**src/rtl/core/pdt_pkg.sv**
```systemverilog
package pdt_pkg;

    localparam int unsigned TimeWidth = 32;
    localparam int unsigned WaitWidth = 31;
    localparam int unsigned StatusWidth = 2;

    // Status codes returned with every result.
    localparam logic [StatusWidth-1:0] STATUS_OK      = 2'd0;
    localparam logic [StatusWidth-1:0] STATUS_INVALID = 2'd1;
    localparam logic [StatusWidth-1:0] STATUS_REFUSED = 2'd2;

    localparam logic [WaitWidth-1:0] WAIT_MAX = {WaitWidth{1'b1}};

    // Request from the sequencer to the divider.
    typedef struct packed {
        logic                 start;
        logic [TimeWidth-1:0] dividend;
        logic [TimeWidth-1:0] divisor;
    } div_req_t;

    // Answer from the divider.
    typedef struct packed {
        logic                 done;
        logic [TimeWidth-1:0] quotient;
    } div_rsp_t;

endpackage

```
**src/rtl/core/pdt_div.sv**
```systemverilog
// Radix-2 restoring divider: one quotient bit per cycle through one subtractor.
module pdt_div (
    input  logic              clk,
    input  logic              rst_n,
    input  pdt_pkg::div_req_t req,
    output pdt_pkg::div_rsp_t rsp
);

    localparam int unsigned W = pdt_pkg::TimeWidth;
    localparam int unsigned CW = $clog2(W);
    localparam logic [CW-1:0] LastStep = CW'(W - 1);

    logic [W-1:0]  rem_reg, rem_next;
    logic [W-1:0]  quo_reg, quo_next;
    logic [W-1:0]  dvs_reg, dvs_next;
    logic [CW-1:0] cnt_reg, cnt_next;
    logic          busy_reg, busy_next;
    logic          done_reg, done_next;
    logic [W:0]    shifted;
    logic [W:0]    diff;

    always_comb
    begin
        shifted   = {rem_reg, quo_reg[W-1]};
        diff      = shifted - {1'b0, dvs_reg};
        rem_next  = rem_reg;
        quo_next  = quo_reg;
        dvs_next  = dvs_reg;
        cnt_next  = cnt_reg;
        busy_next = busy_reg;
        done_next = done_reg;
        if (req.start)
        begin
            rem_next  = '0;
            quo_next  = req.dividend;
            dvs_next  = req.divisor;
            cnt_next  = '0;
            busy_next = 1'b1;
            done_next = 1'b0;
        end
        else if (busy_reg)
        begin
            if (!diff[W])
            begin
                rem_next = diff[W-1:0];
                quo_next = {quo_reg[W-2:0], 1'b1};
            end
            else
            begin
                rem_next = shifted[W-1:0];
                quo_next = {quo_reg[W-2:0], 1'b0};
            end
            cnt_next = cnt_reg + 1'b1;
            if (cnt_reg == LastStep)
            begin
                busy_next = 1'b0;
                done_next = 1'b1;
            end
        end
    end

    always_ff @(posedge clk or negedge rst_n)
    begin
        if (!rst_n)
        begin
            busy_reg <= 1'b0;
            done_reg <= 1'b0;
            cnt_reg  <= '0;
        end
        else
        begin
            busy_reg <= busy_next;
            done_reg <= done_next;
            cnt_reg  <= cnt_next;
        end
    end

    always_ff @(posedge clk)
    begin
        rem_reg <= rem_next;
        quo_reg <= quo_next;
        dvs_reg <= dvs_next;
    end

    assign rsp.done     = done_reg;
    assign rsp.quotient = quo_reg;

endmodule

```
**src/rtl/core/periodic_deadline_tracker_top.sv**
```systemverilog
// Periodic deadline tracker with overrun counting.
//
// The configuration channel (cfg_valid, cfg_ready, cfg_data) writes the period in
// milliseconds. cfg_ready is always high, so a write completes at every edge where
// cfg_valid is high. Writes are expected only while the block is idle.
//
// Each input transaction (in_valid, in_stall, now, blocking_allowed) is one
// delay-until request. The block raises in_stall while it works on a request, so it
// holds one request at a time. Each request yields exactly one output transaction
// (out_valid, out_stall, status, wait_time, missed_count).
//
// Without a division an accepted request moves through the PUSH state into the
// output register; an overdue deadline first runs the radix-2 divider in the DIV
// state, one quotient bit per cycle. A new request waits until the state is IDLE.
// When the receiver asserts out_stall the finished result stays in the output
// register; the next request may still be accepted, and its result waits in the
// sequencer until the output register frees up.
//
// Reset clears the period and the deadline cursor (not started) and empties the
// output register.
module periodic_deadline_tracker_top (
    input  logic                               clk,
    input  logic                               rst_n,
    input  logic                               cfg_valid,
    output logic                               cfg_ready,
    input  logic [pdt_pkg::TimeWidth-1:0]      cfg_data,
    input  logic                               in_valid,
    output logic                               in_stall,
    input  logic [pdt_pkg::TimeWidth-1:0]      now,
    input  logic                               blocking_allowed,
    output logic                               out_valid,
    input  logic                               out_stall,
    output logic [pdt_pkg::StatusWidth-1:0]    status,
    output logic [pdt_pkg::WaitWidth-1:0]      wait_time,
    output logic [pdt_pkg::TimeWidth-1:0]      missed_count
);

    localparam int unsigned W = pdt_pkg::TimeWidth;

    // Sequencer states, one-hot.
    typedef enum logic [2:0] {
        ST_IDLE = 3'b001,
        ST_DIV  = 3'b010,
        ST_PUSH = 3'b100
    } state_t;

    state_t state_reg, state_next;

    logic [W-1:0] period_reg;
    logic [W-1:0] cursor_reg, cursor_next;

    // Result held by the sequencer until the output register is free.
    logic [pdt_pkg::StatusWidth-1:0] pend_status_reg, pend_status_next;
    logic [pdt_pkg::WaitWidth-1:0]   pend_wait_reg, pend_wait_next;
    logic [W-1:0]                    pend_missed_reg, pend_missed_next;

    logic                            out_valid_reg, out_valid_next;
    logic [pdt_pkg::StatusWidth-1:0] status_reg, status_next;
    logic [pdt_pkg::WaitWidth-1:0]   wait_reg, wait_next;
    logic [W-1:0]                    missed_reg, missed_next;

    pdt_pkg::div_req_t div_req;
    pdt_pkg::div_rsp_t div_rsp;

    logic         accept;
    logic         out_free;
    logic [W-1:0] ahead_diff;   // cursor - now
    logic [W-1:0] overdue;      // now - cursor

    assign cfg_ready = 1'b1;
    assign in_stall  = (state_reg != ST_IDLE);
    assign accept    = in_valid && !in_stall;
    assign out_free  = !out_valid_reg || !out_stall;

    assign ahead_diff = cursor_reg - now;
    assign overdue    = now - cursor_reg;

    pdt_div u_div (
        .clk   (clk),
        .rst_n (rst_n),
        .req   (div_req),
        .rsp   (div_rsp)
    );

    always_comb
    begin
        state_next       = state_reg;
        cursor_next      = cursor_reg;
        pend_status_next = pend_status_reg;
        pend_wait_next   = pend_wait_reg;
        pend_missed_next = pend_missed_reg;
        out_valid_next   = out_valid_reg;
        status_next      = status_reg;
        wait_next        = wait_reg;
        missed_next      = missed_reg;
        div_req.start    = 1'b0;
        div_req.dividend = overdue;
        div_req.divisor  = period_reg;

        // The output register empties when its transaction completes.
        if (out_valid_reg && !out_stall)
        begin
            out_valid_next = 1'b0;
        end

        case (state_reg)
            ST_IDLE:
            begin
                if (accept)
                begin
                    pend_status_next = pdt_pkg::STATUS_OK;
                    pend_wait_next   = '0;
                    pend_missed_next = '0;
                    state_next       = ST_PUSH;
                    if (period_reg == '0)
                    begin
                        pend_status_next = pdt_pkg::STATUS_INVALID;
                    end
                    else if (!blocking_allowed)
                    begin
                        pend_status_next = pdt_pkg::STATUS_REFUSED;
                    end
                    else if (cursor_reg == '0)
                    begin
                        // First request arms the cursor and reports no wait.
                        cursor_next = now + period_reg;
                    end
                    else
                    begin
                        cursor_next = cursor_reg + period_reg;
                        if (overdue[W-1])
                        begin
                            // Deadline still ahead; a half-range gap saturates.
                            pend_wait_next = ahead_diff[W-1] ? pdt_pkg::WAIT_MAX
                                                             : ahead_diff[W-2:0];
                        end
                        else if (ahead_diff[W-1])
                        begin
                            // Deadline passed: count missed periods by division.
                            div_req.start = 1'b1;
                            state_next    = ST_DIV;
                        end
                    end
                end
            end
            ST_DIV:
            begin
                // Overdue is below half range, so quotient + 1 never overflows.
                if (div_rsp.done)
                begin
                    pend_missed_next = div_rsp.quotient + 1'b1;
                    state_next       = ST_PUSH;
                end
            end
            ST_PUSH:
            begin
                if (out_free)
                begin
                    out_valid_next = 1'b1;
                    status_next    = pend_status_reg;
                    wait_next      = pend_wait_reg;
                    missed_next    = pend_missed_reg;
                    state_next     = ST_IDLE;
                end
            end
            default:
            begin
                state_next = ST_IDLE;
            end
        endcase
    end

    always_ff @(posedge clk or negedge rst_n)
    begin
        if (!rst_n)
        begin
            state_reg     <= ST_IDLE;
            period_reg    <= '0;
            cursor_reg    <= '0;
            out_valid_reg <= 1'b0;
        end
        else
        begin
            state_reg     <= state_next;
            cursor_reg    <= cursor_next;
            out_valid_reg <= out_valid_next;
            if (cfg_valid && cfg_ready)
            begin
                period_reg <= cfg_data;
            end
        end
    end

    always_ff @(posedge clk)
    begin
        pend_status_reg <= pend_status_next;
        pend_wait_reg   <= pend_wait_next;
        pend_missed_reg <= pend_missed_next;
        status_reg      <= status_next;
        wait_reg        <= wait_next;
        missed_reg      <= missed_next;
    end

    assign out_valid    = out_valid_reg;
    assign status       = status_reg;
    assign wait_time    = wait_reg;
    assign missed_count = missed_reg;

endmodule

```
**config.mk**
```make
export PLATFORM = sky130hd
export DESIGN_NAME = periodic_deadline_tracker_top
export DESIGN_NICKNAME = d
export VERILOG_FILES = /design/src/rtl/core/pdt_pkg.sv /design/src/rtl/core/pdt_div.sv /design/src/rtl/core/periodic_deadline_tracker_top.sv
export SDC_FILE = /design/constraint.sdc
export NUM_CORES = 1
export LEC_CHECK = 0
export ABC_AREA = 1
export BUFFER_PORTS_ARGS = -buffer_cell sky130_fd_sc_hd__buf_4
export CAP_MARGIN = 10
export CORE_ASPECT_RATIO = 0.75
export CORE_UTILIZATION = 40
export DETAILED_ROUTE_END_ITERATION = 16
export GPL_TIMING_DRIVEN = 1
export HOLD_SLACK_MARGIN = 0.1
export SYNTH_ARGS = -nofsm -noshare
export SYNTH_HDL_FRONTEND = slang
export SYNTH_SLANG_ARGS = --single-unit
```
**constraint.sdc**
```tcl
create_clock -name clk -period 5.95 [get_ports clk]
set_input_delay 1.4875 -clock clk [delete_from_list [all_inputs] [get_ports clk]]
set_output_delay 1.4875 -clock clk [all_outputs]
set_load 0.02 [all_outputs]
```
==> reports/results.ini <==
[critical_path]
arrival_ps = 4830
crit_type = reg -> reg
cp_max_fo = 29
cp-start-kind = flop
required_ps = 6380
critPathCaptureType = flop

[timing]
worstMarginPinSlew_ps = 828
tns_ps = 0
finalMaxSlewViolations = 0
finClkSkew_ps = 19.0
period_share = 0.739
timing.fmax_mhz = 227
rsz0062_at_grt = false
timing.final.hold_violations = 0
finalSetupViolCount = 0
min_period_ps = 4400
slew_headroom = 0.448

[synthesis]
syn_avg_cell_area_sq_um = 7.64
synth-main-ff-cell = edfxtp_1
synth_area_leader_cell = edfxtp_1
synth_enable_flop_cells = 194
synth_cell_type_count = 49
ys_seq_elements = 301
yosys_warnings = 0
synthTopCellsByCount = nand2_1 (794), inv_1 (393), a21oi_1 (196)
synthCells = 2651
syn_area_sq_um = 20200
async_flop_share = 0.249
synthTopCellsByArea = edfxtp_1 (29%), nand2_1 (15%), dfrtp_1 (9.1%), ha_1 (7.9%), inv_1 (7.3%)
yosysMostFrequentCell = nand2_1
yosysTopAreaCellShare = 0.288
yosysSeqAreaShare = 0.412
syn_nets = 2853

[cells_and_area]
area_delta_synth_final_pct = 14.7
drive_gt1_frac = 0.102
layout.nets = 2987
fillers = 4964

[die]
die_x_microns = 262
io_pins = 138
fp.dieH_microns = 197
num_rows = 71
coreArea_sq_um = 50000
start_util = 0.405
dieArea_sq_um = 51500

[global_routing]
use_met1 = 0.401
grt_first_pass_wirelength_microns = 101000
antenna_found_initial = 3
met3_usage = 0.0656
grt_pass1_vias = 16728
top_usage_layer = met1
grt_max_degree = 79
grtUsageTotal = 0.262
grt-ovfl-total = 0
grtUsageMet2 = 0.364

[clocking]
cts_setup_buffers = 0
clk_pin_slew_ps = 60
htreeDepth = 2
cts_tree = yes
numCtsBuffers = 36
clock-sinks = 301
cts_root_buf = clkbuf_16
clockBufferDepth = 3
ctsResizeCount = 0
postCtsHoldBufs = 0
clock_latency_ps = 570

[run]
max_cap_viol_count = 0

[drt]
post_drt_wl_per_cell_microns = 19.4
firstDrtPassIters = 5
vias = 18211
vias_per_cell = 5.25
drtAntennaViolNets = 0
routed_wl_microns = 67300
drtIter0Drc = 1772
drc = 0

[placement]
dp_hpwl_microns = 53800
place.gp.congestion = 1.09
portBuffers = 136

[pwr]
irDropWorstVdd_mv = 0.234
p_leak_uw = 0.0110
power_density_nw_per_um2 = 578
power.total_uw = 13400

[status]
status = finished clean

[worst_hold_path]
worstHoldPathType = reg -> reg

-- routing by layer --
metal	vias up	wire length (microns)
met3	83	6820
met5	-	10
met2	758	26700
met4	2	1160
li1	8910	-
met1	8458	32600
-- cell type report --
class / instances / area [sq um] / area share
well taps: 657 / 822 / 0.0354
flip-flops and latches: 301 / 8340 / 0.359
multi-input cells: 1893 / 10100 / 0.435
clock inverters: 18 / 303 / 0.0130
inverters: 400 / 1500 / 0.0647
diodes: 1 / 2.50 / 0.000108
clock buffers: 48 / 976 / 0.0420
repair buffers: 153 / 1160 / 0.0500
-- where the power goes --
| group | internal, uW | total [uW] | switching, uW | leakage [uW] |
|---|---|---|---|---|
| combinational | 2300 | 7330 | 5030 | 0.00738 |
| clock | 1470 | 2420 | 949 | 0.000623 |
| sequential | 3170 | 3670 | 495 | 0.00303 |
| total | 6940 | 13400 | 6470 | 0.0110 |
-- worst paths after layout --
kind | slack (ps) | depth (start not counted) | startpoint | endpoint
setup / recovery | 1550 | 18 | cursor_reg[24] | cursor_reg[17]
hold / removal | 420 | 0 | pend_missed_reg[18] | missed_count[18]
setup reg to reg | 1550 | 18 | cursor_reg[24] | cursor_reg[17]
hold reg to reg | 420 | 0 | pend_missed_reg[18] | missed_count[18]
max in group asynchronous | 4010 | 2 | rst_n | out_valid
min in group asynchronous | 810 | 1 | rst_n | cursor_reg[28]
-- through the flow --
| stage | worst slack (ps) | hold WS (ps) | std cells | cell area (sq um) | utilization |
|---|---|---|---|---|---|
| after global routing | 1350 | 423 | 3470 | 23200 | 0.464 |
| after global placement | 1470 | 405 | 3404 | 21900 | 0.439 |
| after detailed placement | 1450 | 405 | 3404 | 21900 | 0.439 |
| after CTS | 1730 | 418 | 3470 | 23200 | 0.464 |
| after floorplan | 860 | 400 | 2651 | 20200 | - |
| final | 1550 | 416 | 3471 | 23200 | 0.464 |
-- worst max-delay path, cell delays in order, from the launching register on --
cell     delay (ps)
dfrtp_1         440
inv_1           200
nand3_1         110
nor3_1          280
nand2_1         220
nor2_2          160
buf_4           370
nand2_1          90
nand2_1         100
ha_1            220
nand2_1         160
nor2_1          280
inv_1           140
nor3_1          580
nand4_1         340
nand3_1         220
a21oi_1          80
o21ai_0         130
o21ai_0         140
-- kinds of logic (layout without fill, tap and decap cells) --
group	after synthesis	in the layout	synth area share
mux	9	9	0.00501
fa+ha+maj	132	132	0.0831
xor+xnor	86	86	0.0372
simple gates	1226	1226	0.252
buf+inv	457	619	0.0895
compound gates	439	439	0.121
flops	301	301	0.412
other cells	1	2	0.000185
-- cells in the final DEF, fill, tap and decap left out, types with 13 or more instances in the layout --
cell type,count
a21oi_2,27
nand4_1,27
o21ai_0,137
xor2_1,49
clkbuf_16,36
ha_1,128
buf_4,152
edfxtp_1,194
o21bai_1,13
dfrtp_1,74
inv_1,393
a31oi_1,14
a21o_1,13
xnor2_1,37
o21ai_1,18
dfxtp_1,32
nand3b_1,14
a21oi_1,195
nor3_1,40
nor2_1,170
nand3_1,127
nand2_1,794
Note: power is estimated with default switching activity, not from simulation.
